### src/sv/rsp_pkg.sv
// Shared constants, codes and small character helpers for the request stream parser.
// No dependencies; the top level and the header unit import this package.
package rsp_pkg;

  // Parse modes
  localparam logic [1:0] MODE_LINE   = 2'd0;
  localparam logic [1:0] MODE_HEADER = 2'd1;
  localparam logic [1:0] MODE_BODY   = 2'd2;

  // Header line phases
  localparam logic [1:0] PH_PREFIX = 2'd0;
  localparam logic [1:0] PH_SPACE  = 2'd1;
  localparam logic [1:0] PH_DIGITS = 2'd2;
  localparam logic [1:0] PH_IGNORE = 2'd3;

  // Byte classes
  localparam logic [2:0] CLS_SEP    = 3'd0;
  localparam logic [2:0] CLS_TYPE   = 3'd1;
  localparam logic [2:0] CLS_PATH   = 3'd2;
  localparam logic [2:0] CLS_DEVICE = 3'd3;
  localparam logic [2:0] CLS_HDR    = 3'd4;
  localparam logic [2:0] CLS_BODY   = 3'd5;

  localparam logic [7:0] CH_CR  = 8'd13;
  localparam logic [7:0] CH_LF  = 8'd10;
  localparam logic [7:0] CH_SP  = 8'd32;
  localparam logic [7:0] CH_TAB = 8'd9;

  localparam int unsigned KEY_LEN  = 9;
  localparam int unsigned SAVE_LEN = 4;
  localparam int unsigned GET_LEN  = 3;

  // Header line position and phase, passed between top level and header unit
  typedef struct packed {
    logic [1:0] phase;
    logic [3:0] pos;
  } hdr_ctl_t;

  function automatic logic is_blank(input logic [7:0] c);
    return (c == CH_SP) || (c == CH_TAB);
  endfunction

  function automatic logic is_ws(input logic [7:0] c);
    return (c == CH_SP) || ((c >= 8'd9) && (c <= 8'd13));
  endfunction

  function automatic logic is_digit(input logic [7:0] c);
    return (c >= 8'h30) && (c <= 8'h39);
  endfunction

  // "filesize:" by position
  function automatic logic [7:0] key_char(input logic [3:0] idx);
    logic [7:0] r;
    case (idx)
      4'd0: r = 8'h66; // f
      4'd1: r = 8'h69; // i
      4'd2: r = 8'h6c; // l
      4'd3: r = 8'h65; // e
      4'd4: r = 8'h73; // s
      4'd5: r = 8'h69; // i
      4'd6: r = 8'h7a; // z
      4'd7: r = 8'h65; // e
      4'd8: r = 8'h3a; // :
      default: r = 8'h00;
    endcase
    return r;
  endfunction

  function automatic logic [7:0] save_char(input logic [1:0] idx);
    logic [7:0] r;
    case (idx)
      2'd0: r = 8'h53; // S
      2'd1: r = 8'h41; // A
      2'd2: r = 8'h56; // V
      2'd3: r = 8'h45; // E
      default: r = 8'h00;
    endcase
    return r;
  endfunction

  function automatic logic [7:0] get_char(input logic [1:0] idx);
    logic [7:0] r;
    case (idx)
      2'd0: r = 8'h47; // G
      2'd1: r = 8'h45; // E
      2'd2: r = 8'h54; // T
      default: r = 8'h00;
    endcase
    return r;
  endfunction

endpackage

### src/sv/rsp_in_if.sv
// Input byte channel of the request stream parser: valid/ready plus one data byte.
// No dependencies.
interface rsp_in_if;
  logic       valid;
  logic       ready;
  logic [7:0] data_byte;

  modport source (output valid, output data_byte, input ready);
  modport sink   (input valid, input data_byte, output ready);
endinterface

### src/sv/rsp_out_if.sv
// Result channel of the request stream parser: valid/ready plus the tagged byte and events.
// No dependencies.
interface rsp_out_if;
  logic        valid;
  logic        ready;
  logic [7:0]  echo_byte;
  logic [2:0]  byte_class;
  logic        body_last;
  logic        request_ready;
  logic        request_kind;
  logic [31:0] file_size;
  logic        save_done;

  modport source (
    output valid, output echo_byte, output byte_class, output body_last,
    output request_ready, output request_kind, output file_size, output save_done,
    input ready
  );
  modport sink (
    input valid, input echo_byte, input byte_class, input body_last,
    input request_ready, input request_kind, input file_size, input save_done,
    output ready
  );
endinterface

### src/sv/request_stream_parser.sv
// Top level of the request stream parser: byte channel in, tagged result channel out.
// Depends on rsp_pkg, rsp_in_if, rsp_out_if and rsp_hdr_unit.
//
// Usage
//   stream : one byte of the connection per item (valid/ready, data_byte).
//   result : one item per input byte, carrying the byte back with its class
//            (separator, type, path, device id, header, body), body_last,
//            and the events request_ready (with request_kind and file_size)
//            and save_done.
//   Latency: the result of a byte is presented the cycle after the byte is
//   accepted; one registered pass of parse logic sits in between.
//   Throughput: one byte per cycle. The single result register refills in
//   the cycle it is drained, so stream.ready stays high while the receiver
//   keeps taking results.
//   Stall: when a result is held and result.ready is low, stream.ready
//   drops; the held result and all parser state stay put until taken.
//   Reset (rst, synchronous): parser back to request line mode, size and
//   body count cleared, result register empty.
//   SIZE_BITS sets the width of the size accumulator and body counter;
//   file_size always shows its low 32 bits.
module request_stream_parser #(
  parameter int unsigned SIZE_BITS = 32
) (
  input  logic       clk,
  input  logic       rst,
  rsp_in_if.sink     stream,
  rsp_out_if.source  result
);
  import rsp_pkg::*;

  // Parser state
  logic [1:0]           parse_mode,     parse_mode_next;
  logic [1:0]           token_number,   token_number_next;
  logic                 in_token,       in_token_next;
  logic                 scan_stopped,   scan_stopped_next;
  logic [2:0]           type_progress,  type_progress_next;
  logic                 type_is_save,   type_is_save_next;
  logic                 type_is_get,    type_is_get_next;
  logic                 pending_cr,     pending_cr_next;
  logic [3:0]           line_position,  line_position_next;
  logic [1:0]           header_phase,   header_phase_next;
  logic [SIZE_BITS-1:0] size_value,     size_value_next;
  logic [SIZE_BITS-1:0] body_remaining, body_remaining_next;

  // Result register
  logic        res_valid;
  logic [7:0]  res_byte;
  logic [2:0]  res_class;
  logic        res_last;
  logic        res_ready_ev;
  logic        res_kind;
  logic [31:0] res_size;
  logic        res_done;

  // Combinational result of the byte being accepted
  logic [2:0]  cls;
  logic        last, ready_ev, kind, done;
  logic [31:0] fsz;
  logic        start_req;

  logic [7:0]  c;
  logic        accept;
  logic        is_header;
  logic        line_end;
  logic        sv_ok, gt_ok;
  logic [63:0] size_wide;

  hdr_ctl_t             hdr_cur, hdr_upd;
  logic [SIZE_BITS-1:0] hdr_size;

  assign c         = stream.data_byte;
  // the result register is free, or is being emptied this cycle
  assign stream.ready = !res_valid || result.ready;
  assign accept    = stream.valid && stream.ready;
  assign is_header = (parse_mode == MODE_HEADER);
  assign line_end  = pending_cr && (c == CH_LF);
  assign sv_ok     = type_is_save && (type_progress == 3'(SAVE_LEN));
  assign gt_ok     = type_is_get  && (type_progress == 3'(GET_LEN));
  assign size_wide = 64'(size_value);

  assign hdr_cur = '{phase: header_phase, pos: line_position};

  // Header line content: a held CR first, then the new byte unless it is a CR itself
  rsp_hdr_unit #(.SIZE_BITS(SIZE_BITS)) u_hdr (
    .cur      (hdr_cur),
    .size     (size_value),
    .data     (c),
    .do_cr    (pending_cr),
    .do_byte  (c != CH_CR),
    .upd      (hdr_upd),
    .size_upd (hdr_size)
  );

  // Next state and result for one byte
  always_comb begin
    parse_mode_next     = parse_mode;
    token_number_next   = token_number;
    in_token_next       = in_token;
    scan_stopped_next   = scan_stopped;
    type_progress_next  = type_progress;
    type_is_save_next   = type_is_save;
    type_is_get_next    = type_is_get;
    pending_cr_next     = pending_cr;
    line_position_next  = line_position;
    header_phase_next   = header_phase;
    size_value_next     = size_value;
    body_remaining_next = body_remaining;

    cls       = CLS_SEP;
    last      = 1'b0;
    ready_ev  = 1'b0;
    kind      = 1'b0;
    done      = 1'b0;
    fsz       = 32'd0;
    start_req = 1'b0;

    if (parse_mode == MODE_BODY) begin
      // body bytes counted raw
      cls = CLS_BODY;
      if (body_remaining <= SIZE_BITS'(1)) begin
        last                = 1'b1;
        done                = 1'b1;
        body_remaining_next = '0;
        start_req           = 1'b1;
      end else begin
        body_remaining_next = body_remaining - SIZE_BITS'(1);
      end
    end else if (line_end) begin
      cls             = is_header ? CLS_HDR : CLS_SEP;
      pending_cr_next = 1'b0;
      if (!is_header) begin
        parse_mode_next    = MODE_HEADER;
        line_position_next = 4'd0;
        header_phase_next  = PH_PREFIX;
      end else if (line_position == 4'd0) begin
        // blank line closes the header of a SAVE or GET request
        if (sv_ok || gt_ok) begin
          ready_ev = 1'b1;
          kind     = sv_ok;
          fsz      = size_wide[31:0];
          if (sv_ok && (size_value != '0)) begin
            parse_mode_next     = MODE_BODY;
            body_remaining_next = size_value;
          end else begin
            done      = sv_ok;
            start_req = 1'b1;
          end
        end else begin
          header_phase_next = PH_PREFIX;
        end
      end else begin
        line_position_next = 4'd0;
        header_phase_next  = PH_PREFIX;
      end
    end else begin
      pending_cr_next = (c == CH_CR);
      if (is_header) begin
        cls                = CLS_HDR;
        header_phase_next  = hdr_upd.phase;
        line_position_next = hdr_upd.pos;
        size_value_next    = hdr_size;
      end else begin
        // a held CR that was not a line end stops the token scan
        if (pending_cr && !scan_stopped && (token_number != 2'd3)) begin
          scan_stopped_next = 1'b1;
        end
        if ((c != CH_CR) && !scan_stopped_next && (token_number != 2'd3)) begin
          if (is_blank(c)) begin
            if (in_token) begin
              in_token_next     = 1'b0;
              token_number_next = token_number + 2'd1;
            end
          end else if (is_ws(c)) begin
            scan_stopped_next = 1'b1;
          end else begin
            in_token_next = 1'b1;
            cls           = 3'(token_number) + CLS_TYPE;
            if (token_number == 2'd0) begin
              if ((type_progress >= 3'(SAVE_LEN)) || (c != save_char(type_progress[1:0])))
              begin
                type_is_save_next = 1'b0;
              end
              if ((type_progress >= 3'(GET_LEN)) || (c != get_char(type_progress[1:0])))
              begin
                type_is_get_next = 1'b0;
              end
              if (type_progress != 3'd7) begin
                type_progress_next = type_progress + 3'd1;
              end
            end
          end
        end
      end
    end

    if (start_req) begin
      parse_mode_next    = MODE_LINE;
      token_number_next  = 2'd0;
      in_token_next      = 1'b0;
      scan_stopped_next  = 1'b0;
      type_progress_next = 3'd0;
      type_is_save_next  = 1'b1;
      type_is_get_next   = 1'b1;
      pending_cr_next    = 1'b0;
      line_position_next = 4'd0;
      header_phase_next  = PH_PREFIX;
      size_value_next    = '0;
    end
  end

  // Parser state registers
  always_ff @(posedge clk) begin
    if (rst) begin
      parse_mode     <= MODE_LINE;
      token_number   <= 2'd0;
      in_token       <= 1'b0;
      scan_stopped   <= 1'b0;
      type_progress  <= 3'd0;
      type_is_save   <= 1'b1;
      type_is_get    <= 1'b1;
      pending_cr     <= 1'b0;
      line_position  <= 4'd0;
      header_phase   <= PH_PREFIX;
      size_value     <= '0;
      body_remaining <= '0;
    end else if (accept) begin
      parse_mode     <= parse_mode_next;
      token_number   <= token_number_next;
      in_token       <= in_token_next;
      scan_stopped   <= scan_stopped_next;
      type_progress  <= type_progress_next;
      type_is_save   <= type_is_save_next;
      type_is_get    <= type_is_get_next;
      pending_cr     <= pending_cr_next;
      line_position  <= line_position_next;
      header_phase   <= header_phase_next;
      size_value     <= size_value_next;
      body_remaining <= body_remaining_next;
    end
  end

  // Result register valid
  always_ff @(posedge clk) begin
    if (rst) begin
      res_valid <= 1'b0;
    end else if (accept) begin
      res_valid <= 1'b1;
    end else if (result.ready) begin
      res_valid <= 1'b0;
    end
  end

  // Result payload
  always_ff @(posedge clk) begin
    if (accept) begin
      res_byte     <= c;
      res_class    <= cls;
      res_last     <= last;
      res_ready_ev <= ready_ev;
      res_kind     <= kind;
      res_size     <= fsz;
      res_done     <= done;
    end
  end

  assign result.valid         = res_valid;
  assign result.echo_byte     = res_byte;
  assign result.byte_class    = res_class;
  assign result.body_last     = res_last;
  assign result.request_ready = res_ready_ev;
  assign result.request_kind  = res_kind;
  assign result.file_size     = res_size;
  assign result.save_done     = res_done;

  // A held result is never overwritten
  a_no_overrun: assert property (@(posedge clk) disable iff (rst)
    !(stream.ready && result.valid && !result.ready))
    else $error("input taken while a result is stalled");

  // Request events only come from the LF of a blank header line
  a_ready_on_lf: assert property (@(posedge clk) disable iff (rst)
    result.valid && result.request_ready |->
      (result.echo_byte == CH_LF) && (result.byte_class == CLS_HDR))
    else $error("request_ready on a byte that is not a header LF");

  // save_done ends a body or a zero-size SAVE
  a_done_source: assert property (@(posedge clk) disable iff (rst)
    result.valid && result.save_done |->
      (result.body_last && (result.byte_class == CLS_BODY)) ||
      (result.request_ready && result.request_kind && (result.file_size == 32'd0)))
    else $error("save_done without body end or empty SAVE");

  // A byte accepted in body mode always comes out as a body byte
  a_body_class: assert property (@(posedge clk) disable iff (rst)
    accept && (parse_mode == MODE_BODY) |=> result.valid && (result.byte_class == CLS_BODY))
    else $error("body byte lost its class");

endmodule

### src/sv/rsp_hdr_unit.sv
// Header line unit: key match for "filesize:", whitespace skip and saturating decimal accumulate.
// Depends on rsp_pkg. Purely combinational; state is held by the top level.
module rsp_hdr_unit #(
  parameter int unsigned SIZE_BITS = 32
) (
  input  rsp_pkg::hdr_ctl_t      cur,
  input  logic [SIZE_BITS-1:0]   size,
  input  logic [7:0]             data,
  input  logic                   do_cr,
  input  logic                   do_byte,
  output rsp_pkg::hdr_ctl_t      upd,
  output logic [SIZE_BITS-1:0]   size_upd
);
  import rsp_pkg::*;

  hdr_ctl_t             mid;
  logic [7:0]           lc;
  logic [SIZE_BITS+3:0] acc;
  logic [SIZE_BITS-1:0] acc_sat;

  // size*10 + digit; anything above the top bits means saturation
  always_comb begin
    acc = ({4'b0, size} << 3) + ({4'b0, size} << 1) + (SIZE_BITS+4)'(data[3:0]);
    if (acc[SIZE_BITS+3:SIZE_BITS] != 4'd0) begin
      acc_sat = '1;
    end else begin
      acc_sat = acc[SIZE_BITS-1:0];
    end
  end

  assign lc = ((data >= 8'h41) && (data <= 8'h5a)) ? (data | 8'h20) : data;

  always_comb begin
    // held CR that did not end the line
    mid = cur;
    if (do_cr) begin
      if (cur.pos != 4'd15) begin
        mid.pos = cur.pos + 4'd1;
      end
      if ((cur.phase == PH_PREFIX) || (cur.phase == PH_DIGITS)) begin
        mid.phase = PH_IGNORE;
      end
    end

    upd      = mid;
    size_upd = size;
    if (do_byte) begin
      if (mid.pos != 4'd15) begin
        upd.pos = mid.pos + 4'd1;
      end
      case (mid.phase)
        PH_PREFIX: begin
          if ((mid.pos < 4'(KEY_LEN)) && (lc == key_char(mid.pos))) begin
            if (mid.pos == 4'(KEY_LEN - 1)) begin
              upd.phase = PH_SPACE;
              size_upd  = '0;
            end
          end else begin
            upd.phase = PH_IGNORE;
          end
        end
        PH_SPACE: begin
          if (!is_ws(data)) begin
            if (is_digit(data)) begin
              upd.phase = PH_DIGITS;
              size_upd  = acc_sat;
            end else begin
              upd.phase = PH_IGNORE;
            end
          end
        end
        PH_DIGITS: begin
          if (is_digit(data)) begin
            size_upd = acc_sat;
          end else begin
            upd.phase = PH_IGNORE;
          end
        end
        default: begin
        end
      endcase
    end
  end

endmodule
### src/flat_wrapper.sv
// flat-port wrapper written by rule: the top's interface ports become plain ports
module request_stream_parser_flat import rsp_pkg::*;
#(
  parameter int unsigned SIZE_BITS = 32
)
  (clk, rst, stream_valid, stream_data_byte, stream_ready, result_valid, result_echo_byte, result_byte_class, result_body_last, result_request_ready, result_request_kind, result_file_size, result_save_done, result_ready);
  rsp_in_if stream_i ();
  rsp_out_if result_i ();
  input  logic clk;
  input  logic rst;
  input wire logic [$bits(stream_i.valid)-1:0] stream_valid;
  input wire logic [$bits(stream_i.data_byte)-1:0] stream_data_byte;
  output wire logic [$bits(stream_i.ready)-1:0] stream_ready;
  output wire logic [$bits(result_i.valid)-1:0] result_valid;
  output wire logic [$bits(result_i.echo_byte)-1:0] result_echo_byte;
  output wire logic [$bits(result_i.byte_class)-1:0] result_byte_class;
  output wire logic [$bits(result_i.body_last)-1:0] result_body_last;
  output wire logic [$bits(result_i.request_ready)-1:0] result_request_ready;
  output wire logic [$bits(result_i.request_kind)-1:0] result_request_kind;
  output wire logic [$bits(result_i.file_size)-1:0] result_file_size;
  output wire logic [$bits(result_i.save_done)-1:0] result_save_done;
  input wire logic [$bits(result_i.ready)-1:0] result_ready;
  assign stream_i.valid = stream_valid;
  assign stream_i.data_byte = stream_data_byte;
  assign stream_ready = stream_i.ready;
  assign result_valid = result_i.valid;
  assign result_echo_byte = result_i.echo_byte;
  assign result_byte_class = result_i.byte_class;
  assign result_body_last = result_i.body_last;
  assign result_request_ready = result_i.request_ready;
  assign result_request_kind = result_i.request_kind;
  assign result_file_size = result_i.file_size;
  assign result_save_done = result_i.save_done;
  assign result_i.ready = result_ready;
  request_stream_parser #(.SIZE_BITS(SIZE_BITS)) u_core (.clk(clk), .rst(rst), .stream(stream_i), .result(result_i));
endmodule
### config.mk
export PLATFORM = sky130hd
export DESIGN_NAME = request_stream_parser_flat
export DESIGN_NICKNAME = d
export VERILOG_FILES = /design/src/sv/rsp_pkg.sv /design/src/sv/rsp_in_if.sv /design/src/sv/rsp_out_if.sv /design/src/sv/request_stream_parser.sv /design/src/sv/rsp_hdr_unit.sv /design/src/flat_wrapper.sv
export SDC_FILE = /design/constraint.sdc
export NUM_CORES = 1
export LEC_CHECK = 0
export ABC_AREA = 1
export ABC_CLOCK_PERIOD_IN_PS = 5500
export BUFFER_PORTS_ARGS = -buffer_cell sky130_fd_sc_hd__buf_2
export CAP_MARGIN = 20
export CORE_ASPECT_RATIO = 0.8
export CORE_MARGIN = 2
export CORE_UTILIZATION = 56
export DETAILED_ROUTE_END_ITERATION = 8
export PLACE_DENSITY = 0.74
export SYNTH_ARGS = -nofsm -noshare
export SYNTH_HDL_FRONTEND = slang
export SYNTH_HIERARCHICAL = 1
export SYNTH_SLANG_ARGS = --single-unit
### constraint.sdc
create_clock -name clk -period 5.5 [get_ports clk]
set_clock_uncertainty 0.1 [all_clocks]
set_input_delay 1.1 -clock clk [delete_from_list [all_inputs] [get_ports clk]]
set_output_delay 1.1 -clock clk [all_outputs]
set_load 0.02 [all_outputs]
==> results.yml, run 1 <==
floorplanning:
  core-area_um2: 19100
  initial_core_util_pct: 57.5
  dieArea_um2: 20700
  fp.dieW_um: 161
  ioPinCount: 61
  rows: 45
  die_h_um: 129
sta:
  period_share_pct: 77.8
  slew_headroom_pct: 41.3
  fmax_ghz: 0.234
  setup_tns_ns: 0
  worst_pin_slew_ns: 0.879
  rsz0062_at_grt: "false"
  period_needed_ns: 4.28
  hold_viol: 0
  setup_ws_ns: 1.22
  slew_viol_final: 0
  setup_viol: 0
power:
  vdd_ir_drop_max_v: 0.000169
  p_leak_uw: 0.00608
  powerDensity_nw_per_um2: 197
yosys:
  avgSynthCellArea_um2: 6.59
  yosysSeqAreaShare_pct: 28.0
  synth_ff_type: "dfxtp_1"
  synthCells: 1665
  synth_area_um2: 11000
  synth_edf_count: 47
  yosys.area.top_type_share_pct: 16.7
  syn_nets: 1762
  synth_top_area_cell: "nand2_1"
  ys.warnings.count: 6
  ys_seq_elements: 130
  synthDistinctLibCells: 51
  async_reset_ff_share_pct: 0
  synth.area.top_cells: "nand2_1 17%, dfxtp_1 15%, edfxtp_1 13%"
min_path:
  hold_class: "register to register"
  min_path_cells: 2
clocking:
  clock_sinks: 130
  cts-root-buf: "clkbuf_16"
  cts_tree: "yes"
  insertion_delay_ns: 0.43
  cts_max_level: 4
  post-cts-setup-buffers: 0
  hold_buffers: 0
  cts_buffers: 17
  clk_pin_slew_ns: 0.07
  cts_resized: 0
  max-clock-path-buffers: 2
placed_design:
  gp_congestion: 0.971
  port-buffer-count: 60
  dpl_worst_slack_ns: 0.854
  dp_hpwl_um: 23000
outcome:
  outcome: "completed"
critical_path:
  critPathKind: "primary input to register"
  worstPathMaxFanout: 18
  critPathLaunchType: "primary input"
  worst-r2r-cell-count: 18
  endpoint_kind: "register"
  arrival_ns: 4.45
  critical_path_required_ns: 5.67
route:
  wirelength_um: 30600
  drtAntennaViolNets: 0
  drt-wirelength-per-cell_um: 15.5
  drt-initial-drc-count: 1196
  dr.pass1.iters: 5
  drc: 0
  vias_per_cell: 5.51
  vias: 10900
global_routing:
  antenna_found_initial: 0
  grt_pass1_vias: 9526
  grt_use_total_pct: 30.0
  grt_max_degree: 63
  grt.overflow.total: 0
  grt_pass1_wl_um: 49800
cells_and_area:
  nets: 1806
  most-common-layout-cells: "488 x nand2_1, 228 x nor2_1, 190 x inv_1"
  layout-drive-gt1-share_pct: 11.7
  diodes: 0
  layout_commonest_cell: "nand2_1"
  area_growth_pct: 9.60
job:
  drv_cap: 0
==> power by group <==
part           switching (µW)  total [µW]  internal [µW]
registers                9.36        1030           1020
clock network             470        1200            731
logic                     102         143           40.5
total                     582        2370           1790
==> metrics by stage <==
stage | utilization [%] | hold WS (ns) | instances | total power, µW | instance area (µm²)
2_1_floorplan | - | 0.328 | 1665 | 1140 | 11000
3_3_place_gp | 59.6 | 0.343 | 1946 | 1190 | 11400
3_5_place_dp | 59.7 | 0.352 | 1947 | 1190 | 11400
4_1_cts | 62.9 | 0.362 | 1978 | 2380 | 12000
5_1_grt | 63.0 | 0.384 | 1979 | 2440 | 12000
6_report | 63.0 | 0.365 | 1979 | 2370 | 12000
==> critical path, cell delays in order <==
cell     delay, ns
buf_2         0.21
fa_1          0.54
inv_1         0.06
fa_1          0.47
o21ai_2       0.20
nand3_1       0.11
nand2_2       0.11
nand2_1       0.07
nand2_2       0.11
nand2_1       0.08
nand3_1       0.08
nand2_1       0.07
nor2_2        0.48
buf_4         0.36
nand3_1       0.11
nand2_1       0.08
nand2_1       0.05
nand2_1       0.07
a21oi_1       0.06
==> area by class of cell <==
type,count,area (µm²)
clock buffers,18,439
clock inverters,13,175
fillers,1803,7060
inverters,208,781
multi-input cells,1283,6840
flip-flops and latches,130,3070
well taps,258,323
repair buffers,69,400
==> cells in the mapped netlist, types with 16 or more instances <==
master,n
nand4_1,19
inv_2,16
a21oi_1,95
xor2_1,29
o21ai_0,34
xnor2_1,16
a21oi_2,19
clkbuf_1,18
edfxtp_1,47
nand2_1,488
nand2_2,16
dfxtp_1,83
ha_1,83
nor3_1,22
nor2_2,16
nor2_1,228
o22ai_1,24
nand3_1,119
inv_1,191
==> flip-flops by register name (all words and copies together), names as in the netlist, 2 cells and up <==
name                      count
u_core/header_phase           2
u_core/type_progress          3
u_core/result.file_size      32
u_core/parse_mode             2
u_core/result.byte_class      3
u_core/body_remaining        32
u_core/line_position          4
u_core/size_value            32
u_core/result.echo_byte       8
u_core/token_number           2
==> layer usage <==
layer / vias to the layer above / global-route usage, % / part of all wire [%]
met2: 436 / 42.3 / 39
met3: 36 / 4.71 / 8.3
met5: - / 0 / 0
li1: 5483 / - / -
met1: 4956 / 46.7 / 51
met4: 0 / 8.48 / 1.7
==> final timing paths <==
check                                    start                           endpoint  slack [ns]
min               u_core/in_token$_SDFFE_PP0P_       u_core/in_token$_SDFFE_PP0P_        0.37
max reg2reg  u_core/size_value[0]$_SDFFE_PP0P_  u_core/size_value[5]$_SDFFE_PP0P_        1.66
min reg2reg       u_core/in_token$_SDFFE_PP0P_       u_core/in_token$_SDFFE_PP0P_        0.37
max                        stream_data_byte[3]  u_core/size_value[5]$_SDFFE_PP0P_        1.22
==> cells by family (layout without fill, tap and decap cells) <==
group / after synthesis / in the layout / share of synthesized area [%]
adders and majority gates: 85 / 85 / 9.83
and+or+nand+nor: 937 / 937 / 36.5
buffers and inverters: 252 / 308 / 9.78
xor gates and xnor gates: 45 / 45 / 3.59
AOI/OAI and AO/OA: 216 / 216 / 12.3
DFF: 130 / 130 / 28.0
Power figures use the tool's default switching activity.
==> run 2, diff against run 1 <==
ABC_CLOCK_PERIOD_IN_PS = 4390   (was 5500)
clock period = 4.39 ns   (was 5.5 ns; I/O delays follow)
==> run 2 against run 1 <==
Via count up 1.1%. Routed wire length grew 1.6%. Design area rose by 0.51%. Cell count grew 0.35%. Non-clock buffer count up 6. Combinational power rose by 27%. Flip-flop and latch count stayed put. Utilization up 0.32 points. Clock power grew 28%. Die area stayed put. First-iteration DRC count is 2.5% lower. Worst setup slack worse by 0.40 ns. Critical path type unchanged. Largest power group unchanged.
==> results.yml, run 2 (synthesized netlist as in run 1, its figures left out) <==
cells_and_area:
  layout-drive-gt1-share_pct: 12.0
  diodes: 0
  nets: 1812
  fill_cells: 1785
  multi_input_area_um2: 6840
  most-common-layout-cells: "488 x nand2_1, 228 x nor2_1, 190 x inv_1"
  layout_commonest_cell: "nand2_1"
  stdcell_area_um2: 12100
  area_growth_pct: 10.2
  regArea_um2: 3070
  final_cells: 1986
critical_path:
  endpoint_kind: "register"
  critical_path_required_ns: 4.55
  worst-r2r-cell-count: 18
  r2r-end: "u_core/size_value[23]$_SDFFE_PP0P_"
  worstPathMaxFanout: 23
  critPathKind: "primary input to register"
  arrival_ns: 3.73
  reg2reg_slack_ns: 0.94
  slowest_delay_ns: 0.53
  path_common_cell: "nand2_1"
  cpMaxStageDelayCell: "fa_1"
  path_cells: "buf_2 -> fa_1 -> inv_1 -> fa_1 -> o21ai_2 -> nand3_1 -> nand2_2 -> nand2_1 -> nand2_2 -> nand2_1 -> nand3_1 -> nand2_1 -> nor2_2 -> buf_4 -> nand3_1 -> nand2_1 -> nand2_1 -> nand2_1 -> a21oi_1"
  critPathLaunchType: "primary input"
  regToRegStartpoint: "u_core/size_value[0]$_SDFFE_PP0P_"
placed_design:
  dp_hpwl_um: 22900
  port-buffer-count: 60
  gp_congestion: 0.957
  place_inst: 1953
  dpl_cell_area_um2: 11400
sta:
  fmax_ghz: 0.280
  period_needed_ns: 3.57
  period_share_pct: 81.3
  setup_viol: 0
  slew_headroom_pct: 42.1
  slew_viol_final: 0
  setup_tns_ns: 0
  worst_pin_slew_ns: 0.868
  rsz0062_at_grt: "false"
  hold_viol: 0
route:
  vias: 11000
  drtAntennaViolNets: 0
  vias_per_cell: 5.55
  dr.pass1.iters: 5
  drc: 0
  drt-wirelength-per-cell_um: 15.7
  drt-initial-drc-count: 1166
  wirelength_um: 31100
power:
  p_leak_uw: 0.00612
  vdd_ir_drop_max_v: 0.000218
  powerDensity_nw_per_um2: 248
floorplanning:
  ioPinCount: 61
  initial_core_util_pct: 57.5
  fp.dieW_um: 161
  core-area_um2: 19100
  die_h_um: 129
  dieArea_um2: 20700
  rows: 45
clocking:
  insertion_delay_ns: 0.43
  cts_buffers: 17
  cts-root-buf: "clkbuf_16"
  post-cts-setup-buffers: 0
  cts_resized: 0
  max-clock-path-buffers: 2
  hold_buffers: 0
  clock_sinks: 130
  clk_pin_slew_ns: 0.07
  cts_max_level: 4
  cts_tree: "yes"
job:
  drv_cap: 0
global_routing:
  antenna_found_initial: 0
  grt_pass1_vias: 9592
  grt_pass1_wl_um: 50200
  grt.overflow.total: 0
  grt_use_total_pct: 30.3
  grt_max_degree: 63
min_path:
  worstHoldStart: "u_core/in_token$_SDFFE_PP0P_"
  holdPathEnd: "u_core/in_token$_SDFFE_PP0P_"
  min_path_cells: 2
  hold_class: "register to register"
outcome:
  outcome: "completed"
[run 2: power breakdown]
group	leakage [µW]	switching, µW	internal, µW
clock	0.000302	569	959
sequential	0.00114	12.7	1270
combinational	0.00467	129	51.7
[run 2: cell type report]
cell class	instances	share of cell area, %
Multi-Input combinational cell	1283	56.6
Sequential cell	130	25.4
Inverter	208	6.46
Timing Repair Buffer	75	3.68
Clock buffer	18	3.55
Tap cell	258	2.67
Clock inverter	14	1.67
[run 2: worst max-delay path: cells and delay by family]
| kind | cells | cell delay [ns] |
|---|---|---|
| AO/OA/AOI/OAI | 2 | 0.25 |
| adder cells (fa/ha/maj) | 2 | 1.00 |
| AND/OR/NAND/NOR | 12 | 1.08 |
| buffers and inverters | 3 | 0.50 |
[run 2: per-stage QoR]
stage / setup WS, ns / total power, µW / hold slack [ns] / util (%)
floorplan: 0.960 / 1430 / 0.328 / -
global placement: 0.503 / 1490 / 0.351 / 59.9
detailed placement: 0.468 / 1490 / 0.353 / 59.9
CTS: 0.881 / 3010 / 0.368 / 63.2
global route: 0.634 / 3090 / 0.398 / 63.3
finish: 0.819 / 3000 / 0.369 / 63.3
[run 2: routing by layer]
metal / part of all wire [%] / GRT usage [%]
met1: 49 / 46.6
met2: 40 / 43.5
met3: 9.2 / 5.03
met4: 1.5 / 7.95
met5: 0 / 0
[run 2: worst max-delay path by stage]
| stage | slack (ns) | to | cells after the start | start |
|---|---|---|---|---|
| after floorplan | 0.96 | u_core/size_value[12]$_SDFFE_PP0P_ | 18 | stream_data_byte[3] |
| after global placement | 0.50 | u_core/size_value[27]$_SDFFE_PP0P_ | 19 | stream_data_byte[3] |
| after detailed placement | 0.47 | u_core/size_value[23]$_SDFFE_PP0P_ | 19 | stream_data_byte[3] |
| after CTS | 0.88 | u_core/size_value[23]$_SDFFE_PP0P_ | 19 | stream_data_byte[3] |
| after global routing | 0.63 | u_core/size_value[29]$_SDFFE_PP0P_ | 21 | u_core/line_position[0]$_SDFFE_PP0P_ |
| final | 0.82 | u_core/size_value[23]$_SDFFE_PP0P_ | 19 | stream_data_byte[3] |
